File: src/rtl/core/smpq_pkg.sv
package smpq_pkg;

   localparam int CAPACITY = 16;
   localparam int CNT_W    = $clog2(CAPACITY + 1);
   localparam int VAL_W    = 32;
   localparam int OUT_CNT_W = 5;

   localparam logic [1:0] OP_PUSH  = 2'd0;
   localparam logic [1:0] OP_POP   = 2'd1;
   localparam logic [1:0] OP_CLEAR = 2'd2;

   localparam logic [1:0] ST_OK    = 2'd0;
   localparam logic [1:0] ST_EMPTY = 2'd1;
   localparam logic [1:0] ST_FULL  = 2'd2;

   typedef struct packed {
      logic push;
      logic pop;
   } ctl_type;

endpackage

File: src/rtl/core/sorted_max_priority_queue_unit.sv
// Channel  Dir  Beat fields (low bit first)
// req      in   tuser: opcode[1:0]; tdata: item_value[31:0]
// rsp      out  tuser: status[1:0]; tdata: popped_value[31:0], entry_count[36:32], zero pad
//
// One beat per cycle while the response is not stalled: every cell compares against
// the pushed value in parallel and shifts toward its neighbor in the same cycle, so
// the result is registered directly from the request beat.
// Synchronous reset empties the queue and drops any pending response beat.
// A stalled response holds its register; a new request is taken in the cycle the
// held beat leaves.
module sorted_max_priority_queue_unit (
   input  logic        clock,
   input  logic        reset,
   input  logic        req_tvalid,
   output logic        req_tready,
   input  logic [1:0]  req_tuser,   // opcode[1:0]
   input  logic [31:0] req_tdata,   // item_value[31:0]
   output logic        rsp_tvalid,
   input  logic        rsp_tready,
   output logic [1:0]  rsp_tuser,   // status[1:0]
   output logic [39:0] rsp_tdata    // popped_value[31:0], entry_count[36:32], zero[39:37]
);

   localparam int N = smpq_pkg::CAPACITY;
   localparam int W = smpq_pkg::VAL_W;
   localparam int C = smpq_pkg::CNT_W;

   logic [C-1:0] count_ff, count_in;
   logic         rsp_valid_ff;
   logic [W-1:0] rsp_value_ff;
   logic [1:0]   rsp_status_ff;
   logic [smpq_pkg::OUT_CNT_W-1:0] rsp_count_ff;

   logic                accept;
   logic                full, empty;
   logic [1:0]          status;
   smpq_pkg::ctl_type   ctl;
   logic signed [W-1:0] push_value;
   logic signed [W-1:0] entry [N];
   logic                keep  [N];

   assign req_tready = !rsp_valid_ff || rsp_tready;
   assign accept     = req_tvalid && req_tready;
   assign push_value = req_tdata;
   assign full       = (count_ff == C'(N));
   assign empty      = (count_ff == '0);

   always_comb begin
      ctl.push = accept && (req_tuser == smpq_pkg::OP_PUSH) && !full;
      ctl.pop  = accept && (req_tuser == smpq_pkg::OP_POP) && !empty;
      count_in = count_ff;
      status   = smpq_pkg::ST_OK;
      if (accept) begin
         case (req_tuser)
            smpq_pkg::OP_PUSH: begin
               if (full) begin
                  status = smpq_pkg::ST_FULL;
               end else begin
                  count_in = count_ff + C'(1);
               end
            end
            smpq_pkg::OP_POP: begin
               if (empty) begin
                  status = smpq_pkg::ST_EMPTY;
               end else begin
                  count_in = count_ff - C'(1);
               end
            end
            smpq_pkg::OP_CLEAR: begin
               count_in = '0;
            end
            default: begin
               count_in = count_ff;
            end
         endcase
      end
   end

   for (genvar i = 0; i < N; i++) begin : g_cell
      smpq_cell u_cell (
         .clock      (clock),
         .ctl        (ctl),
         .occupied   (C'(i) < count_ff),
         .push_value (push_value),
         .prev_keep  ((i == 0) ? 1'b1 : keep[(i == 0) ? 0 : i - 1]),
         .prev_entry (entry[(i == 0) ? 0 : i - 1]),
         .next_entry (entry[(i == N - 1) ? N - 1 : i + 1]),
         .keep       (keep[i]),
         .entry      (entry[i])
      );
   end

   always_ff @(posedge clock) begin
      if (reset) begin
         count_ff     <= '0;
         rsp_valid_ff <= 1'b0;
      end else begin
         count_ff <= count_in;
         if (accept) begin
            rsp_valid_ff <= 1'b1;
         end else if (rsp_tready) begin
            rsp_valid_ff <= 1'b0;
         end
      end
   end

   always_ff @(posedge clock) begin
      if (accept) begin
         rsp_value_ff  <= ctl.pop ? entry[0] : '0;
         rsp_status_ff <= status;
         rsp_count_ff  <= smpq_pkg::OUT_CNT_W'(count_in);
      end
   end

   assign rsp_tvalid = rsp_valid_ff;
   assign rsp_tuser  = rsp_status_ff;
   assign rsp_tdata  = {3'b000, rsp_count_ff, rsp_value_ff};

   a_count_bound: assert property (@(posedge clock) disable iff (reset)
      count_ff <= C'(N))
      else $error("held count above capacity");

   a_front_sorted: assert property (@(posedge clock) disable iff (reset)
      (count_ff >= C'(2)) |-> (entry[0] >= entry[1]))
      else $error("front entries out of order");

   a_pop_count: assert property (@(posedge clock) disable iff (reset)
      ctl.pop |=> (count_ff == $past(count_ff) - C'(1)))
      else $error("pop did not reduce count");

   a_empty_zero: assert property (@(posedge clock) disable iff (reset)
      (rsp_valid_ff && rsp_status_ff == smpq_pkg::ST_EMPTY) |-> (rsp_value_ff == '0))
      else $error("empty pop returned nonzero value");

endmodule

File: src/rtl/core/smpq_cell.sv
module smpq_cell (
   input  logic                              clock,
   input  smpq_pkg::ctl_type                 ctl,
   input  logic                              occupied,
   input  logic signed [smpq_pkg::VAL_W-1:0] push_value,
   input  logic                              prev_keep,
   input  logic signed [smpq_pkg::VAL_W-1:0] prev_entry,
   input  logic signed [smpq_pkg::VAL_W-1:0] next_entry,
   output logic                              keep,
   output logic signed [smpq_pkg::VAL_W-1:0] entry
);

   logic signed [smpq_pkg::VAL_W-1:0] entry_ff;
   logic signed [smpq_pkg::VAL_W-1:0] entry_in;

   // entries >= the pushed value stay ahead of it
   assign keep  = occupied && (entry_ff >= push_value);
   assign entry = entry_ff;

   always_comb begin
      entry_in = entry_ff;
      if (ctl.push) begin
         if (keep) begin
            entry_in = entry_ff;
         end else if (prev_keep) begin
            entry_in = push_value;
         end else begin
            entry_in = prev_entry;
         end
      end else if (ctl.pop) begin
         entry_in = next_entry;
      end
   end

   always_ff @(posedge clock) begin
      entry_ff <= entry_in;
   end

endmodule
File: config.mk
export PLATFORM = sky130hd
export DESIGN_NAME = sorted_max_priority_queue_unit
export DESIGN_NICKNAME = d
export VERILOG_FILES = /design/src/rtl/core/smpq_pkg.sv /design/src/rtl/core/sorted_max_priority_queue_unit.sv /design/src/rtl/core/smpq_cell.sv
export SDC_FILE = /design/constraint.sdc
export NUM_CORES = 2
export LEC_CHECK = 0
export BUFFER_PORTS_ARGS = -buffer_cell sky130_fd_sc_hd__buf_2
export CAP_MARGIN = 20
export CORE_MARGIN = 4
export CORE_UTILIZATION = 59
export DETAILED_ROUTE_END_ITERATION = 6
export GPL_ROUTABILITY_DRIVEN = 0
export PLACE_DENSITY = 0.76
export SLEW_MARGIN = 10
export SYNTH_ARGS = -nofsm -noshare
export SYNTH_HDL_FRONTEND = slang
export SYNTH_SLANG_ARGS = --single-unit
File: constraint.sdc
create_clock -name clock -period 10.8 [get_ports clock]
set_input_delay 0.54 -clock clock [delete_from_list [all_inputs] [get_ports clock]]
set_output_delay 0.54 -clock clock [all_outputs]
set_load 0.005 [all_outputs]
==> reports/metrics.yaml <==
global_route:
  antenna_found_initial: 6
  track_usage_pct: 29.3
  gr-total-overflow: 0
  grt_pass1_vias: 28300
  grt_pass1_wl_um: 164000
  grt_max_degree: 223
timing:
  tns_ns: 0
  hold_viol_final: 0
  worstMarginPinSlew_ns: 1.10
  rsz0062_at_grt: "no"
  fin_skew_ns: 0.0223
  finalCritPeriodShare_pct: 43.5
  slew_headroom_pct: 26.4
  fin_ws_ns: 6.10
  timing.fmax_mhz: 213
  drv_slew: 0
  period_minus_slack_ns: 4.70
  setup_violations: 0
synth:
  ys_async_sr_fraction_pct: 0
  synth_top_area_cell: "edfxtp_1"
  yosys.cell_count.top_type: "nand2_1"
  netlist_instances: 3732
  synth.yosys.seq_area_share_pct: 43.0
  synth-edff-count: 551
  ys_ff_latch: 557
  synth-main-ff-cell: "edfxtp_1"
  yosys-top-cells-count: "565 x nand2_1, 551 x edfxtp_1, 515 x ha_1"
  yosysWarnings: 0
  synth_top_area_share_pct: 42.7
  yosysUniqueCellTypes: 63
  avgSynthCellArea_um2: 10.4
  syn_area_um2: 38800
  synthTopCellsByArea: "edfxtp_1 43%, ha_1 17%, mux2i_1 11%"
pwr:
  report.power.total_w: 0.00539
  vdd_drop_max_uv: 114
  p_sw_w: 0.00143
  power.internal_w: 0.00396
  power_frac_clock_pct: 38.8
  power_density_nw_per_um2: 128
  pwr-share-seq_pct: 47.6
  combPwrFrac_pct: 13.7
  p_sw_share_pct: 26.6
  p_leak_nw: 18.2
drt:
  vias: 30000
  wirelength_um: 106000
  wire_per_inst_um: 22.9
  ant_nets: 0
  initialDrtViolationCount: 3773
  drt-vias-per-instance: 6.47
  post-route-drc-count: 0
  first_pass_iters: 6
cts:
  hold_buffers: 0
  clock_latency_ns: 0.64
  ctsLongestPathBuffers: 3
  clkTransAtPathRegs_ns: 0.06
  clockRootBuffer: "clkbuf_16"
  cts_resized: 0
  cts_tree: "yes"
  cts_post_setup_buffers_inserted: 0
  htreeDepth: 2
  cts_buffers: 60
  cts_sinks: 557
critical_path:
  crit_family: "buffers and inverters"
  cp-end-kind: "flip-flop"
  worst_ep_arrival_time_ns: 5.01
  slowest_delay_ns: 0.78
  worstSetupPathType: "in -> reg"
  path_depth: 13
  crit_path_start_kind: "input port"
  path_buf_inv: 4
  reg2reg_depth: 11
  worstPathRequired_ns: 11.12
  cpMaxStageDelayCell: "nand2_1"
  cpMostUsedCell: "nand2_1"
  cp_max_fo: 34
  path_cells: "buf_2 -> inv_1 -> ha_1 -> a21oi_1 -> nand2_1 -> a21oi_1 -> or4b_1 -> a32o_1 -> nor2_4 -> buf_4 -> nand2_1 -> nand2_1 -> buf_4"
die:
  num_rows: 93
  die_w_um: 264
  io_pins: 82
  die_area_um2: 69900
  start_util_pct: 59.8
  die_h_um: 264
  core_area_um2: 64800
finish:
  nets: 4281
  fillerInstances: 5017
  areaGrowthSynthToFinish_pct: 8.33
  final_cell_area_um2: 42000
  drive_gt1_share_pct: 6.46
  layout.cells.non_filler: 4637
placement:
  postPlaceCellArea_um2: 39900
  place_ws_ns: 5.51
  hpwl_um: 76800
  place_inst: 4517
  portBuffers: 78
outcome:
  status: "finished clean"
worst_hold_path:
  hold_depth: 2
  min_path_type: "in -> reg"
flow_run:
  cap_violations: 0
==> per-stage QoR <==
stage	hold slack, ns	utilization, %
2_1_floorplan	0.530	-
4_1_cts	0.123	64.6
3_3_place_gp	0.502	61.6
6_report	0.155	64.8
3_5_place_dp	0.518	61.6
5_1_grt	0.147	64.8
==> cells by family (layout without fill, tap and decap cells) <==
family / count (synthesis) / in the layout / share of synthesized area [%]
mux: 468 / 468 / 12.2
buf+inv: 266 / 307 / 2.91
xor+xnor: 1 / 1 / 0.0226
simple gates: 997 / 997 / 11.8
compound gates: 927 / 927 / 13.5
flops: 557 / 557 / 43.0
fa+ha+maj: 515 / 515 / 16.6
other cells: 1 / 10 / 0.00967
==> flip-flops by register name (all words and copies together), names as in the netlist <==
signal	count
count_ff	5
g_cell.u_cell.entry	512
rsp_count_ff	5
rsp_tuser	2
rsp_tvalid	1
rsp_value_ff	32
==> placed cells by master, fill, tap and decap left out, drive strengths merged, types with 6 or more instances in the layout <==
| cell type | count |
|---|---|
| nand4 | 118 |
| diode | 7 |
| a211oi | 17 |
| nor3 | 26 |
| o21ai | 488 |
| a31oi | 6 |
| o2bb2ai | 6 |
| nor2b | 28 |
| nor4 | 24 |
| and3 | 6 |
| o221ai | 9 |
| buf | 133 |
| a32o | 9 |
| ha | 515 |
| clkbuf | 86 |
| o21a | 12 |
| nor3b | 6 |
| inv | 67 |
| or4b | 7 |
| a221oi | 10 |
| nand2 | 565 |
| nand3 | 85 |
| clkinv | 16 |
| nor2 | 75 |
| mux2i | 436 |
| nand2b | 8 |
| a21o | 57 |
| edfxtp | 551 |
| a2111oi | 14 |
| mux2 | 32 |
| o211ai | 16 |
| a21oi | 246 |
| and2 | 35 |
| dfxtp | 6 |
| o22ai | 7 |
==> power by group through the flow <==
stage | combinational (W) | clock (W) | sequential [W]
after floorplan | 0.000506 | 0 | 0.00258
after global placement | 0.000689 | 0 | 0.00260
after detailed placement | 0.000716 | 0 | 0.00261
after CTS | 0.000721 | 0.00211 | 0.00256
after global routing | 0.000824 | 0.00220 | 0.00257
final | 0.000736 | 0.00209 | 0.00256
==> path summary, 6_finish.rpt <==
kind                         startpoint                          end  slack [ns]
max reg2reg  g_cell[13].u_cell.entry[1]  g_cell[13].u_cell.entry[21]        6.31
min reg2reg                  rsp_tvalid                   rsp_tvalid        0.52
min                               reset                  count_ff[2]        0.15
max                       req_tdata[14]  g_cell[13].u_cell.entry[21]        6.10
==> final cells by class <==
type	instances	area [um2]	area share, %
Clock buffer	86	1700	4.05
Timing Repair Buffer	133	903	2.15
Multi-Input combinational cell	2911	21200	50.4
Tap cell	855	1070	2.55
Antenna cell	7	17.5	0.0417
Sequential cell	557	16700	39.7
Clock inverter	23	238	0.566
Inverter	65	244	0.581
==> routing by layer <==
layer  GRT usage, %  up-vias  wire (um)
met5              0        -          0
met4           10.3        0       4180
met3           3.63      229       8960
met2           47.0     1446      48200
met1           41.4    14100      44800
li1               -    14200          -
(Power assumes the default switching activity.)
